$ cat src/sv/mlp_pkg.sv
// shared constants, types and layer tables of the int8 mlp classifier
// depends on nothing; used by the interfaces, the mac unit and the top level
package mlp_pkg;

    // network shape
    localparam int INPUTS     = 32;
    localparam int HIDDEN_ONE = 24;
    localparam int HIDDEN_TWO = 16;
    localparam int OUTPUTS    = 6;

    // weight store layout, row-major per neuron
    localparam int W2_BASE = INPUTS * HIDDEN_ONE;
    localparam int W3_BASE = W2_BASE + HIDDEN_ONE * HIDDEN_TWO;
    localparam int W_DEPTH = W3_BASE + HIDDEN_TWO * OUTPUTS;

    // bias store layout
    localparam int B2_BASE = HIDDEN_ONE;
    localparam int B3_BASE = B2_BASE + HIDDEN_TWO;
    localparam int B_DEPTH = B3_BASE + OUTPUTS;

    // activation store: features, then hidden one, then hidden two
    localparam int ACT_H1_BASE = INPUTS;
    localparam int ACT_H2_BASE = ACT_H1_BASE + HIDDEN_ONE;
    localparam int ACT_DEPTH   = ACT_H2_BASE + HIDDEN_TWO;

    localparam int MAX_FANIN  = (INPUTS > HIDDEN_ONE) ?
                                ((INPUTS > HIDDEN_TWO) ? INPUTS : HIDDEN_TWO) :
                                ((HIDDEN_ONE > HIDDEN_TWO) ? HIDDEN_ONE : HIDDEN_TWO);
    localparam int MAX_FANOUT = (HIDDEN_ONE > HIDDEN_TWO) ?
                                ((HIDDEN_ONE > OUTPUTS) ? HIDDEN_ONE : OUTPUTS) :
                                ((HIDDEN_TWO > OUTPUTS) ? HIDDEN_TWO : OUTPUTS);

    localparam int W_AW     = $clog2(W_DEPTH);
    localparam int B_AW     = $clog2(B_DEPTH);
    localparam int ACT_AW   = $clog2(ACT_DEPTH);
    localparam int STEP_W   = $clog2(MAX_FANIN);
    localparam int NEURON_W = $clog2(MAX_FANOUT);
    localparam int LOGIT_AW = $clog2(OUTPUTS);

    // field widths
    localparam int REQ_W   = 2;
    localparam int ADDR_W  = 11;
    localparam int DATA_W  = 32;
    localparam int SHIFT_W = 5;
    localparam int CLASS_W = 3;
    localparam int QUANT_W = 8;
    localparam int ACT_W   = 8;
    localparam int ACC_W   = 32;

    localparam logic [SHIFT_W-1:0] SHIFT_RESET = SHIFT_W'(8);
    localparam int QMAX = 127;

    // request codes
    localparam logic [REQ_W-1:0] REQ_WEIGHT  = 2'd0;
    localparam logic [REQ_W-1:0] REQ_BIAS    = 2'd1;
    localparam logic [REQ_W-1:0] REQ_FEATURE = 2'd2;

    typedef enum logic [1:0] {
        LAYER_ONE,
        LAYER_TWO,
        LAYER_OUT
    } t_layer;

    typedef struct packed {
        logic valid;
        logic first;
        logic last;
    } t_mac_ctl;

    function automatic logic [STEP_W-1:0] layer_last_step(input t_layer l);
        unique case (l)
            LAYER_ONE: layer_last_step = STEP_W'(INPUTS - 1);
            LAYER_TWO: layer_last_step = STEP_W'(HIDDEN_ONE - 1);
            LAYER_OUT: layer_last_step = STEP_W'(HIDDEN_TWO - 1);
            default:   layer_last_step = '0;
        endcase
    endfunction

    function automatic logic [NEURON_W-1:0] layer_last_neuron(input t_layer l);
        unique case (l)
            LAYER_ONE: layer_last_neuron = NEURON_W'(HIDDEN_ONE - 1);
            LAYER_TWO: layer_last_neuron = NEURON_W'(HIDDEN_TWO - 1);
            LAYER_OUT: layer_last_neuron = NEURON_W'(OUTPUTS - 1);
            default:   layer_last_neuron = '0;
        endcase
    endfunction

    function automatic logic [W_AW-1:0] layer_row_len(input t_layer l);
        unique case (l)
            LAYER_ONE: layer_row_len = W_AW'(INPUTS);
            LAYER_TWO: layer_row_len = W_AW'(HIDDEN_ONE);
            LAYER_OUT: layer_row_len = W_AW'(HIDDEN_TWO);
            default:   layer_row_len = '0;
        endcase
    endfunction

    function automatic logic [ACT_AW-1:0] layer_in_base(input t_layer l);
        unique case (l)
            LAYER_ONE: layer_in_base = '0;
            LAYER_TWO: layer_in_base = ACT_AW'(ACT_H1_BASE);
            LAYER_OUT: layer_in_base = ACT_AW'(ACT_H2_BASE);
            default:   layer_in_base = '0;
        endcase
    endfunction

    function automatic logic [ACT_AW-1:0] layer_out_base(input t_layer l);
        unique case (l)
            LAYER_ONE: layer_out_base = ACT_AW'(ACT_H1_BASE);
            LAYER_TWO: layer_out_base = ACT_AW'(ACT_H2_BASE);
            default:   layer_out_base = '0;
        endcase
    endfunction

endpackage

$ cat src/sv/mlp_mac.sv
// shared multiply-accumulate unit: registered int8 product, then 32-bit wrapping sum
// depends on mlp_pkg for t_mac_ctl and widths
module mlp_mac (
    input  logic                               i_clk,
    input  logic                               i_rst_n,
    input  mlp_pkg::t_mac_ctl                  i_ctl,
    input  logic signed [mlp_pkg::ACT_W-1:0]   i_act,
    input  logic signed [mlp_pkg::ACT_W-1:0]   i_weight,
    input  logic signed [mlp_pkg::ACC_W-1:0]   i_bias,
    output logic signed [mlp_pkg::ACC_W-1:0]   o_acc,
    output logic                               o_done
);
    import mlp_pkg::*;

    localparam int PROD_W = 2 * ACT_W;

    t_mac_ctl                  r_ctl;
    logic signed [PROD_W-1:0]  r_prod;
    logic signed [ACC_W-1:0]   r_bias;
    logic signed [ACC_W-1:0]   r_acc;
    logic signed [ACC_W-1:0]   n_acc;
    logic                      r_done;

    always_ff @(posedge i_clk) begin
        if (!i_rst_n) begin
            r_ctl  <= '0;
            r_done <= 1'b0;
        end else begin
            r_ctl  <= i_ctl;
            r_done <= r_ctl.valid && r_ctl.last;
        end
    end

    // bias rides along with the first product of a neuron
    always_comb begin
        n_acc = (r_ctl.first ? r_bias : r_acc) + ACC_W'(r_prod);
    end

    always_ff @(posedge i_clk) begin
        r_prod <= i_act * i_weight;
        if (i_ctl.valid && i_ctl.first) begin
            r_bias <= i_bias;
        end
        if (r_ctl.valid) begin
            r_acc <= n_acc;
        end
    end

    assign o_acc  = r_acc;
    assign o_done = r_done;

endmodule

$ cat config.mk
export PLATFORM = sky130hd
export DESIGN_NAME = mlp_mac
export DESIGN_NICKNAME = d
export VERILOG_FILES = /design/src/sv/mlp_pkg.sv /design/src/sv/mlp_mac.sv
export SDC_FILE = /design/constraint.sdc
export NUM_CORES = 1
export LEC_CHECK = 0
export ABC_AREA = 1
export CORE_MARGIN = 4
export CORE_UTILIZATION = 30
export CTS_BUF_LIST = sky130_fd_sc_hd__clkbuf_2 sky130_fd_sc_hd__clkbuf_4 sky130_fd_sc_hd__clkbuf_8
export DETAILED_ROUTE_END_ITERATION = 16
export DONT_BUFFER_PORTS = 1
export GPL_ROUTABILITY_DRIVEN = 0
export GPL_TIMING_DRIVEN = 0
export PLACE_DENSITY_LB_ADDON = 0.25
export SYNTH_ARGS = -nofsm -noshare
export SYNTH_HDL_FRONTEND = slang
export SYNTH_SLANG_ARGS = --single-unit
export TNS_END_PERCENT = 1
$ cat constraint.sdc
create_clock -name i_clk -period 3.7 [get_ports i_clk]
set_clock_uncertainty 0.15 [all_clocks]
set_input_delay 0.185 -clock i_clk [delete_from_list [all_inputs] [get_ports i_clk]]
set_output_delay 0.185 -clock i_clk [all_outputs]
set_load 0.03 [all_outputs]
# Yosys cells after proc, flatten, opt, wreduce, memory -nomap -nowiden
# Index checks and enable logic that the tools add are counted.
totals:
  register_bits: 84
  input_bits: 53
  output_inout_bits: 33
  elab_cells: 12
op_classes:
  add_sub_neg: 1
  n_mul: 1
  n_mux: 1
  n_reduce_logical: 2
ops:
  columns: ["operator", "count"]
  rows:
  - ["32-bit by 16-bit adder with 32-bit output", 1]
  - ["32-bit two-way mux", 1]
  - ["8-bit by 8-bit multiplier with 16-bit output", 1]
  - ["1-bit logical AND", 2]

# Depth between registers and ports, before layout
logic_depth:
  depth_word: 2
  mapped_depth: 19

# Worst setup path after synthesis
# No wires, ideal clock.
synth_timing:
  kind: "input-to-reg"
  from: "input port i_weight[2] (netlist name)"
  to: "register r_prod[15]"
  setup_ns: 0.112
  arrival_time_ns: 3.816
  t_required_ns: 3.438
  path_slack_ns: -0.378
  stages: 17
  cell_sequence: "clkbuf_1 > nand2_1 > fa_1 > inv_1 > fa_1 > inv_1 > fa_1 > fa_1 > inv_1 > ha_1 > inv_1 > o21ai_0 > a21oi_1 > nand3_1 > inv_1 > nand2_1 > nand2_1"
synth_via:
  elab_chain_len: 1
synth_rtl:
  columns: ["item", "line_no", "source"]
  rows:
  - ["from (decl)", "mlp_mac.sv:8", "input logic signed [mlp_pkg::ACT_W-1:0] i_weight,"]
  - ["8-bit by 8-bit multiplier with 16-bit output", "mlp_mac.sv:40", "r_prod <= i_act * i_weight;"]
  - ["to (signal assigned)", "mlp_mac.sv:40", null]
  - ["to (decl)", "mlp_mac.sv:18", "logic signed [PROD_W-1:0] r_prod;"]
# Every way passes these cells.
# A chain may end at the register's enable or synchronous reset.

# Worst setup path in the final report
layout_timing:
  from: "input port i_act[3] (netlist name)"
  to: "register r_prod[12]"
layout_via:
  elab_chain_len: 1
layout_rtl:
  columns: ["item", "line_no", "source"]
  rows:
  - ["from (decl)", "mlp_mac.sv:7", "input logic signed [mlp_pkg::ACT_W-1:0] i_act,"]
  - ["8-bit by 8-bit multiplier with 16-bit output", "mlp_mac.sv:40", null]
# Every way passes these cells.

==> metrics <==
die area=29200 sq um; DR DRC count=0; leakage=4.82 nW; Warnings, synthesis=0; gr ovfl total=0; I/O Pins=86; Sw Ratio=0.524; Simple-Gate Fraction of Synth Area=0.230; Synth Area in XOR/XNOR=0.0319; Post-Syn Nets=1190; Final Cycle Share=0.975; Buf/Inv on CP=6; area fraction in compound gates after synthesis=0.0323; chip height=171 um; Max Freq=0.277 GHz; post-DR vias/cell=4.32; hold crit path type=in -> reg; initial antenna violation count=3; 1st-iter DRT viols=297; Pre-antenna DRT Iters=5; arrival time worst endpoint=3.74 ns; Clk pwr share=0.085; register bit count reported by yosys=84; Die Wd=171 um; CTS buffer count=9; vias in the first global route=6155; Hold Slack=0.0741 ns; Slew HR=0.433; H-tree Lvls=3; final hold vios=0; RSZ-0062 raised after global routing=true; grt met2 use=0.227; area grow syn2layout=16.5%; drt total wl=19.2 mm; PD cells=864 nW/um^2; CP cell instances=buf_4 -> nand2_1 -> inv_1 -> fa_1 -> inv_1 -> fa_1 -> inv_1 -> fa_1 -> inv_1 -> fa_1 -> inv_2 -> ha_4 -> nand2_2 -> o21ai_2 -> nand4_1 -> nand2_1 -> xor2_2; P_int=3.81 mW; clk_lat worst skew=0.39 ns; post-synthesis mux area share=0.0439; met1 usage=0.177; via count=6122; Synth cell types=30; global routing's busiest layer=met2; Post-Route Setup TNS=0 ns; WL/cell=13.5 um; outcome=complete, no violations; main combinational cell family by area after synthesis=adder cells; CTS sink cnt=84; root buffer cell=clkbuf_8; Worst Max-Slew Pin Slew=0.850 ns; Initial Util=0.305; synthesized area=7950 sq um; crit path max fanout=8; gr usage total=0.134; share of layout cells above drive strength 1=0.134; final core occ=0.356; GRT met3 Usage=0.0275; VDD IR max=0.000329 V; CTS tree=done; combinational share of power=0.675; sequential area share after synthesis=0.292; Post-layout nets=1244; Clock Pin Slew Worst Setup and Hold Paths=0.08 ns; Max stage delay on crit path=0.53 ns; sw power=4.19 mW; Crit. End Element=flip-flop; dominant cell type by area after synthesis=edfxtp_1; PortBufs=0; Period minus WS final=3.61 ns; Worst path slowest cell=fa_1; Seq pwr share=0.241; startpoint type of the worst setup path=primary input; Core ar.=26100 sq um; Tot Pwr=8.00 mW; max-cap viol count=0; Fillers=2751; clock tree buffer depth=2; setup violators final=0; delay-heaviest family, CP=adder cells; synthesized area per cell=7.79 sq um; post-route ant nets=0; cell row count=59; Synth area leaders=edfxtp_1, nand2_1, fa_1, inv_1, ha_1; Post-Syn Instances=1021; Slew Limit Fails=0; area share of the largest cell type after synthesis=0.242; largest net degree at the start of global routing=34; critical path required time=3.83 ns; adder-cell area share of the yosys netlist=0.235; first-pass GRT wire length=30.9 mm; DP Wirelength=15.6 mm; WS Path Type=in -> reg
-- through the flow --
stage / setup slack (ns) / area, sq um / std cells
CTS: -0.0403 / 9150 / 1411
floorplan: -0.0189 / 8120 / 1021
detailed placement: -0.483 / 8540 / 1356
global placement: -0.435 / 8540 / 1356
finish: 0.0913 / 9270 / 1418
global route: -0.0264 / 9270 / 1418
-- final timing paths --
check,start,to,slack [ns],cells past startpoint
worst max register to register,r_ctl[1]$_SDFF_PN0_,o_acc[24]$_DFFE_PP_,0.60,14
worst min register to register,r_ctl[0]$_SDFF_PN0_,o_done$_SDFF_PN0_,0.32,1
worst max-delay path,i_act[3],r_prod[12]$_DFF_P_,0.09,17
worst min-delay path,i_act[0],r_prod[2]$_DFF_P_,0.07,4
-- kinds of logic (layout without fill, tap and decap cells) --
group / Yosys count / after routing
AOI/OAI and AO/OA: 48 / 48
xor gates and xnor gates: 29 / 29
adders and majority gates: 116 / 116
buffers and inverters: 283 / 342
DFF: 84 / 84
muxes: 31 / 31
other: 0 / 3
and+or+nand+nor: 430 / 430
-- placed cells by master (no fill, tap or decap), types with 6 or more instances in the layout --
cell / Yosys / final
a21oi_1: 31 / 28
buf_4: 0 / 6
clkbuf_8: 0 / 14
dfxtp_1: 20 / 19
dlygate4sd3_1: 0 / 39
edfxtp_1: 64 / 64
fa_1: 56 / 55
ha_1: 60 / 52
ha_4: 0 / 8
inv_1: 259 / 253
inv_2: 5 / 10
mux2_2: 31 / 31
nand2_1: 300 / 294
nand2_2: 17 / 21
nand3_1: 33 / 32
nand4_1: 12 / 12
nor2_1: 37 / 36
nor2_2: 7 / 8
nor3_1: 7 / 6
xor2_1: 22 / 21
-- state kept, by name (all words and copies together) (netlist names) --
register,count
r_prod,16
o_done,1
r_bias,32
o_acc,32
r_ctl,3
-- cell usage after synthesis --
master	number
a31oi_1	1
and2_1	3
o21ai_0	10
clkbuf_1	15
a21oi_1	31
ha_1	60
xor2_1	22
nor2_1	37
inv_2	5
o21bai_1	4
mux2_2	31
nand2_2	17
and3_1	1
dfxtp_1	20
nand3_1	33
nand3b_1	1
nor2_4	3
edfxtp_1	64
or2_2	4
nand4_1	12
inv_1	259
buf_2	4
xnor2_1	7
nor3_2	2
nand2_1	300
nand3_2	3
a21o_1	2
fa_1	56
nor3_1	7
nor2_2	7
-- power groups by stage --
stage	sequential (mW)	clock, mW	combinational [mW]
after floorplan	1.87	0	3.96
after global placement	1.96	0	5.13
after detailed placement	1.97	0	5.14
after CTS	1.95	0.701	5.24
after global routing	1.97	0.750	6.18
final	1.93	0.677	5.40
-- metal layers --
metal,part of all wire,up-vias
li1,-,3198
met1,0.47,2804
met2,0.47,107
met3,0.049,13
met4,0.013,0
met5,0,-
-- worst register-to-register path, stage by stage, from the launching register on --
cell     delay [ns]
dfxtp_1        0.31
buf_2          0.21
buf_2          0.28
mux2_2         0.20
ha_1           0.23
inv_1          0.07
fa_1           0.41
inv_1          0.17
nand3_1        0.09
nand3_1        0.21
nand2_1        0.08
nand2_1        0.13
nand2_1        0.11
nand4_1        0.11
nand2_1        0.09
-- layout make-up --
| type | instances | area [sq um] | share of cell area |
|---|---|---|---|
| repair buffers | 43 | 420 | 0.0454 |
| multi-input cells | 654 | 4750 | 0.513 |
| well taps | 335 | 419 | 0.0452 |
| diodes | 3 | 7.51 | 0.000810 |
| inverters | 264 | 995 | 0.107 |
| clock inverters | 6 | 71.3 | 0.00770 |
| plain buffers | 19 | 149 | 0.0161 |
| clock buffers | 10 | 131 | 0.0142 |
| flip-flops and latches | 84 | 2320 | 0.251 |
-- repair_timing --
item	in CTS	in global routing
gates cloned	0	0
pin swaps	1	7
hold endpoints to repair	37	0
setup buffers	0	4
hold buffers	39	0
endpoints found under the setup margin	3	6
gates resized for setup	3	25
Note: power is estimated with default switching activity, not from simulation.
